===== src/sv/gbsd_pkg.sv =====
// Shared types and constants of the gap-bridged segment detector.
package gbsd_pkg;

  localparam int PROB_W   = 16;
  localparam int GAP_W    = 8;
  localparam int LEN_W    = 13;
  localparam int OUT_W    = 13;
  localparam int CFG_W    = 16;
  localparam int CFG_IDX_W = 2;

  // Configuration register indexes.
  localparam logic [CFG_IDX_W-1:0] CFG_LEVEL_THRESHOLD = 2'd0;
  localparam logic [CFG_IDX_W-1:0] CFG_MAX_GAP         = 2'd1;
  localparam logic [CFG_IDX_W-1:0] CFG_MIN_LENGTH      = 2'd2;

  // Register values after reset.
  localparam logic [PROB_W-1:0] LEVEL_THRESHOLD_RST = 16'd32768;
  localparam logic [GAP_W-1:0]  MAX_GAP_RST         = 8'd5;
  localparam logic [LEN_W-1:0]  MIN_LENGTH_RST      = 13'd10;

  typedef struct packed {
    logic [PROB_W-1:0] probability;
    logic              last_frame;
  } in_word_t;

  typedef struct packed {
    logic [OUT_W-1:0] segment_start;
    logic [OUT_W-1:0] segment_end;
  } out_word_t;

endpackage


===== src/sv/gap_bridged_segment_detector_top.sv =====
// Top level of the gap-bridged segment detector: threshold, gap bridging and output queue.
//
//   channel  | direction | handshake              | word
//   in       | input     | in_valid / in_ready    | in_word  (probability, last_frame)
//   out      | output    | out_valid / out_ready  | out_word (segment_start, segment_end)
//   cfg      | input     | cfg_write              | cfg_index, cfg_data
//
// One word is taken per cycle; its result, if any, is offered in the next cycle unless an
// earlier word still waits in the output register, in which case it waits in the skid register.
// A two-entry output queue (output register plus skid register) sets the rate: in_ready drops
// only while both entries hold a word that has not been taken.
// Synchronous reset clears the frame state, the queue and loads the register defaults.
module gap_bridged_segment_detector_top
  import gbsd_pkg::*;
#(
  parameter int MAX_FRAMES = 8192
) (
  input  logic                 clk,
  input  logic                 rst,
  input  logic                 in_valid,
  output logic                 in_ready,
  input  in_word_t             in_word,
  output logic                 out_valid,
  input  logic                 out_ready,
  output out_word_t            out_word,
  input  logic                 cfg_write,
  input  logic [CFG_IDX_W-1:0] cfg_index,
  input  logic [CFG_W-1:0]     cfg_data
);

  localparam int FRAME_W = $clog2(MAX_FRAMES);
  localparam int WIDE_W  = (FRAME_W > LEN_W) ? FRAME_W : LEN_W;
  localparam int CMP_W   = WIDE_W + 2;
  localparam logic [FRAME_W-1:0] FRAME_LAST = FRAME_W'(MAX_FRAMES - 1);

  // Configuration registers.
  logic [PROB_W-1:0] level_threshold;
  logic [GAP_W-1:0]  max_gap;
  logic [LEN_W-1:0]  min_length;

  // Sequence state.
  logic [FRAME_W-1:0] frame_index, frame_index_next;
  logic               segment_open, segment_open_next;
  logic [FRAME_W-1:0] open_start, open_start_next;
  logic [GAP_W-1:0]   gap_run, gap_run_next;

  // Output queue.
  logic      skid_valid;
  out_word_t skid_word;

  logic       accept;
  logic       pop;
  logic       push;
  logic       active;
  logic [CMP_W-1:0] close_diff;
  logic [CMP_W-1:0] flush_len;
  logic [CMP_W-1:0] min_length_ext;
  out_word_t  result_word;

  assign in_ready = !skid_valid;
  assign accept   = in_valid && in_ready;
  assign pop      = out_valid && out_ready;

  assign active         = in_word.probability >= level_threshold;
  assign min_length_ext = CMP_W'(min_length);
  // Trimmed end minus start; negative values show up with the top bit set.
  assign close_diff = CMP_W'(frame_index) - CMP_W'(gap_run) - CMP_W'(1) - CMP_W'(open_start);

  always_comb begin
    logic [CMP_W-1:0] start_ext;
    logic [CMP_W-1:0] end_ext;
    segment_open_next = segment_open;
    open_start_next   = open_start;
    gap_run_next      = gap_run;
    push              = 1'b0;
    start_ext         = CMP_W'(open_start);
    end_ext           = close_diff + CMP_W'(open_start);
    flush_len         = '0;

    if (active) begin
      if (!segment_open) begin
        segment_open_next = 1'b1;
        open_start_next   = frame_index;
      end
      gap_run_next = '0;
    end else if (segment_open) begin
      if (gap_run < max_gap) begin
        gap_run_next = gap_run + GAP_W'(1);
      end else begin
        if (!close_diff[CMP_W-1] && close_diff >= min_length_ext) begin
          push = 1'b1;
        end
        segment_open_next = 1'b0;
        gap_run_next      = '0;
      end
    end

    if (in_word.last_frame) begin
      flush_len = CMP_W'(frame_index) + CMP_W'(1) - CMP_W'(open_start_next);
      if (segment_open_next && flush_len >= min_length_ext) begin
        push      = 1'b1;
        start_ext = CMP_W'(open_start_next);
        end_ext   = CMP_W'(frame_index);
      end
      segment_open_next = 1'b0;
      open_start_next   = '0;
      gap_run_next      = '0;
      frame_index_next  = '0;
    end else if (frame_index < FRAME_LAST) begin
      frame_index_next = frame_index + FRAME_W'(1);
    end else begin
      frame_index_next = frame_index;
    end

    result_word.segment_start = start_ext[OUT_W-1:0];
    result_word.segment_end   = end_ext[OUT_W-1:0];
  end

  always_ff @(posedge clk) begin
    if (rst) begin
      level_threshold <= LEVEL_THRESHOLD_RST;
      max_gap         <= MAX_GAP_RST;
      min_length      <= MIN_LENGTH_RST;
    end else if (cfg_write) begin
      unique case (cfg_index)
        CFG_LEVEL_THRESHOLD: level_threshold <= cfg_data[PROB_W-1:0];
        CFG_MAX_GAP:         max_gap         <= cfg_data[GAP_W-1:0];
        CFG_MIN_LENGTH:      min_length      <= cfg_data[LEN_W-1:0];
        default: ;
      endcase
    end
  end

  always_ff @(posedge clk) begin
    if (rst) begin
      frame_index  <= '0;
      segment_open <= 1'b0;
      open_start   <= '0;
      gap_run      <= '0;
    end else if (accept) begin
      frame_index  <= frame_index_next;
      segment_open <= segment_open_next;
      open_start   <= open_start_next;
      gap_run      <= gap_run_next;
    end
  end

  // A new word goes to the output register when it is free or being drained,
  // otherwise it waits in the skid register.
  always_ff @(posedge clk) begin
    if (rst) begin
      out_valid  <= 1'b0;
      skid_valid <= 1'b0;
    end else if (skid_valid) begin
      if (pop) begin
        out_valid  <= 1'b1;
        skid_valid <= 1'b0;
      end
    end else if (accept && push) begin
      if (!out_valid || pop) begin
        out_valid <= 1'b1;
      end else begin
        skid_valid <= 1'b1;
      end
    end else if (pop) begin
      out_valid <= 1'b0;
    end
  end

  always_ff @(posedge clk) begin
    if (skid_valid) begin
      if (pop) begin
        out_word <= skid_word;
      end
    end else if (accept && push) begin
      if (!out_valid || pop) begin
        out_word <= result_word;
      end else begin
        skid_word <= result_word;
      end
    end
  end

  a_skid_needs_out: assert property (@(posedge clk) disable iff (rst)
    skid_valid |-> out_valid)
    else $error("skid register holds a word while the output register is empty");

  a_closed_no_gap: assert property (@(posedge clk) disable iff (rst)
    !segment_open |-> gap_run == '0)
    else $error("gap count is nonzero with no open segment");

  a_start_order: assert property (@(posedge clk) disable iff (rst)
    segment_open |-> open_start <= frame_index)
    else $error("open segment starts after the current frame");

  a_last_clears: assert property (@(posedge clk) disable iff (rst)
    accept && in_word.last_frame |=> frame_index == '0 && !segment_open)
    else $error("sequence state not cleared after the last frame");

endmodule

===== config.mk =====
export PLATFORM = sky130hd
export DESIGN_NAME = gap_bridged_segment_detector_top
export DESIGN_NICKNAME = d
export VERILOG_FILES = /design/src/sv/gbsd_pkg.sv /design/src/sv/gap_bridged_segment_detector_top.sv
export SDC_FILE = /design/constraint.sdc
export NUM_CORES = 1
export LEC_CHECK = 0
export BUFFER_PORTS_ARGS = -buffer_cell sky130_fd_sc_hd__buf_2
export CAP_MARGIN = 10
export CORE_ASPECT_RATIO = 0.75
export CORE_UTILIZATION = 40
export CTS_CLUSTER_DIAMETER = 40
export DETAILED_ROUTE_END_ITERATION = 10
export MAX_ROUTING_LAYER = met4
export SLEW_MARGIN = 20
export SYNTH_ARGS = -nofsm -noshare
export SYNTH_HDL_FRONTEND = slang
export SYNTH_SLANG_ARGS = --single-unit

===== constraint.sdc =====
create_clock -name clk -period 8.5 [get_ports clk]
set_clock_uncertainty 0.2 [all_clocks]
set_input_delay 0.425 -clock clk [delete_from_list [all_inputs] [get_ports clk]]
set_output_delay 0.425 -clock clk [all_outputs]
set_load 0.02 [all_outputs]

==> results.md <==
- Setup TNS: 0 ns
- Site row count: 46
- Vias in the first global route: 6,670
- Tmin final: 7.20 ns
- Critical path peak fanout: 18
- Max stage delay on crit path: 0.70 ns
- Total gr overflow: 0
- Part of the cycle the worst path needs: 84.7%
- Layout Nets: 1,171
- Clock Pin Slew Worst Setup and Hold Paths: 0.06 ns
- DRC viols: 0
- PortBufs: 67
- Die area: 22,600 µm²
- Measured slew at the worst slew-check pin: 0.819 ns
- Syn Area/Cell: 9.16 µm²
- #FFs+latches synth: 126
- First-pass GRT wire length: 35.3 mm
- Final worst slack: 1.30 ns
- Critical Setup Path Class: reg2reg
- Post-synth top cells: ha_1 (102), nand2_1 (97), inv_1 (89)
- Slowest CP cell: a2111oi_0
- Drt first pass iters: 5
- Setup violations, final: 0
- Power Density: 187 nW/µm²
- Area Overhead vs Synth: 14.7%
- Die height: 130 µm
- Fin. Hold Viols: 0
- EDFF count, synth: 52
- Leakage: 4.26 nW
- Clock Tree Root: clkbuf_16
- Post-Synthesis Cells: 959
- Final ANT Viol Nets: 0
- Synth top area share: 17.8%
- H-Tree Depth: 4
- Initial antenna violation count: 0
- Hpwl dp: 16.3 mm
- Primary FF master, synth: dfxtp_1
- Synthesized area: 8780 µm²
- Synth area leaders: edfxtp_1 (18%), dfxtp_1 (17%), ha_1 (15%)
- Status: complete, no violations
- # diodes: 0
- Die X: 173 µm
- VDD IR max: 0.000141 V
- CTS tree: built
- Avg WL per Cell: 16.3 µm
- Netlist cell types: 68
- All-layer global routing usage: 20.7%
- Fin. max-slew vios: 0
- Worst Setup End Kind: register
- Largest net degree at the start of global routing: 65
- Crit-path leading delay family: compound AO/OA/AOI/OAI gates
- I/O pins: 68
- Via density: 5.28
- Post-synth ARST share: 0%
- Fraction of layout cells with a size suffix above 1: 15.8%
- RSZ-0062 raised after global routing: no
- DR iter-0 viols: 509
- Dpl ws: 1.39 ns
- Critical path required time: 8.43 ns
- Total Wirelength: 21.6 mm
- Critical Path Source Type: register
- Clock Latency Late Sink: 0.43 ns
- Post-Syn Nets: 1,106
- Area leader, netlist: edfxtp_1
- CTS Buf Count: 17
- Crit path DAT: 7.14 ns
- CORE AREA: 21,400 µm²
- Routed vias: 6,993
- CTS resizes: 0
- Most frequent cell after synthesis: ha_1
- Path category of the worst min-delay check: in2reg
- CP Buf/Inv Count: 3
- Sequential-to-total area share from yosys stat: 34.6%
- Final GP Congestion: 0.931
- Starting Density: 41.1%
- Synth warnings: 0
- Clk sinks: 126
- Slew HR: 45.4%
- Max-Cap Viols: 0
- Max Freq: 139 MHz
- Clk buf depth: 2
==> registers in the layout, indices dropped and copies added (netlist names) <==
name	count
level_threshold	16
gap_run	8
out_word	26
frame_index	13
min_length	13
segment_open	1
max_gap	8
out_valid	1
skid_word	26
open_start	13
skid_valid	1
==> kinds of logic (layout without fill, tap and decap cells) <==
logic type	Yosys count	in the layout	synth area share (%)
DFF	126	126	34.6
buffers and inverters	121	199	5.61
and+or+nand+nor	267	267	14.2
xor gates and xnor gates	53	53	5.53
adders and majority gates	107	107	15.7
muxes	62	62	7.85
AOI/OAI and AO/OA	223	223	16.5
==> routing by layer <==
metal | GRT usage [%] | share of wire [%]
met1 | 28.0 | 51
met3 | 4.31 | 4.3
met5 | - | 0
met4 | 4.48 | 0.79
met2 | 31.9 | 44
==> report_power, final <==
part	switching, mW	internal (mW)	total [mW]
clock network	0.294	0.491	0.785
logic	0.247	0.195	0.443
registers	0.00551	0.654	0.660
total	0.546	1.34	1.89
==> through the flow <==
stage	utilization (%)	instances	hold WS, ns	total power, mW	instance area (µm²)
after floorplan	-	959	0.236	0.998	8780
after global placement	44.2	1292	0.243	1.11	9430
after detailed placement	44.2	1292	0.246	1.11	9430
after CTS	47.1	1325	0.0338	1.90	10100
after global routing	47.2	1325	0.0434	1.98	10100
final	47.2	1325	0.0358	1.89	10100
==> final cells by class <==
type                            count  area (µm²)
Fill cell                        2057       11300
Sequential cell                   126        3040
Inverter                           89         334
Tap cell                          288         360
Clock inverter                     14         191
Timing Repair Buffer               78         433
Clock buffer                       18         429
Multi-Input combinational cell    712        5280
==> layout by cell type, fill, tap and decap left out, drive strengths merged, types with 11 or more instances in the layout <==
cell / netlist / layout
nor2: 73 / 73
edfxtp: 52 / 52
nand2b: 11 / 11
dfxtp: 74 / 74
mux2i: 22 / 22
o21ai: 39 / 39
inv: 89 / 92
xor2: 17 / 17
buf: 4 / 77
mux2: 40 / 40
xnor2: 35 / 35
nor3: 16 / 16
a21oi: 85 / 85
nand3: 11 / 11
clkbuf: 28 / 18
ha: 102 / 102
a211oi: 13 / 13
a21o: 17 / 17
nand2: 98 / 98
and3: 12 / 12
==> path summary, 6_finish.rpt <==
kind / startpoint / to / slack, ns / cells after the start
hold reg to reg: level_threshold[6]$_SDFFE_PP0P_ / level_threshold[6]$_SDFFE_PP0P_ / 0.25 / 2
setup reg to reg: frame_index[0]$_SDFFE_PP0P_ / out_word[18]$_DFFE_PP_ / 1.30 / 26
hold / removal: cfg_data[14] / level_threshold[14]$_SDFFE_PP0P_ / 0.04 / 3
setup / recovery: frame_index[0]$_SDFFE_PP0P_ / out_word[18]$_DFFE_PP_ / 1.30 / 26
==> worst reg2reg max path, stage by stage, from the launching register on <==
cell and delay [ns]:
dfxtp_1 0.37, inv_1 0.11, ha_1 0.17, inv_1 0.05, fa_1 0.41, a21o_1 0.18
a21oi_1 0.27, o21bai_1 0.10, a21oi_1 0.30, o21bai_1 0.10, a21oi_1 0.32, xnor2_1 0.11
ha_1 0.37, and3_1 0.20, o211ai_1 0.10, a31oi_1 0.30, o21ai_0 0.21, xnor2_1 0.17
ha_1 0.29, o211ai_1 0.13, a211o_1 0.24, a31oi_1 0.17, and3b_1 0.19, a2111oi_0 0.70
nand2_1 0.24, a311oi_4 0.64, buf_12 0.24
==> repair_timing <==
| item | CTS | global route |
|---|---|---|
| hold buffers | 1 | 0 |
| endpoints found under the hold margin | 1 | 0 |
| buffers inserted | 0 | 0 |
Power figures use the tool's default switching activity.
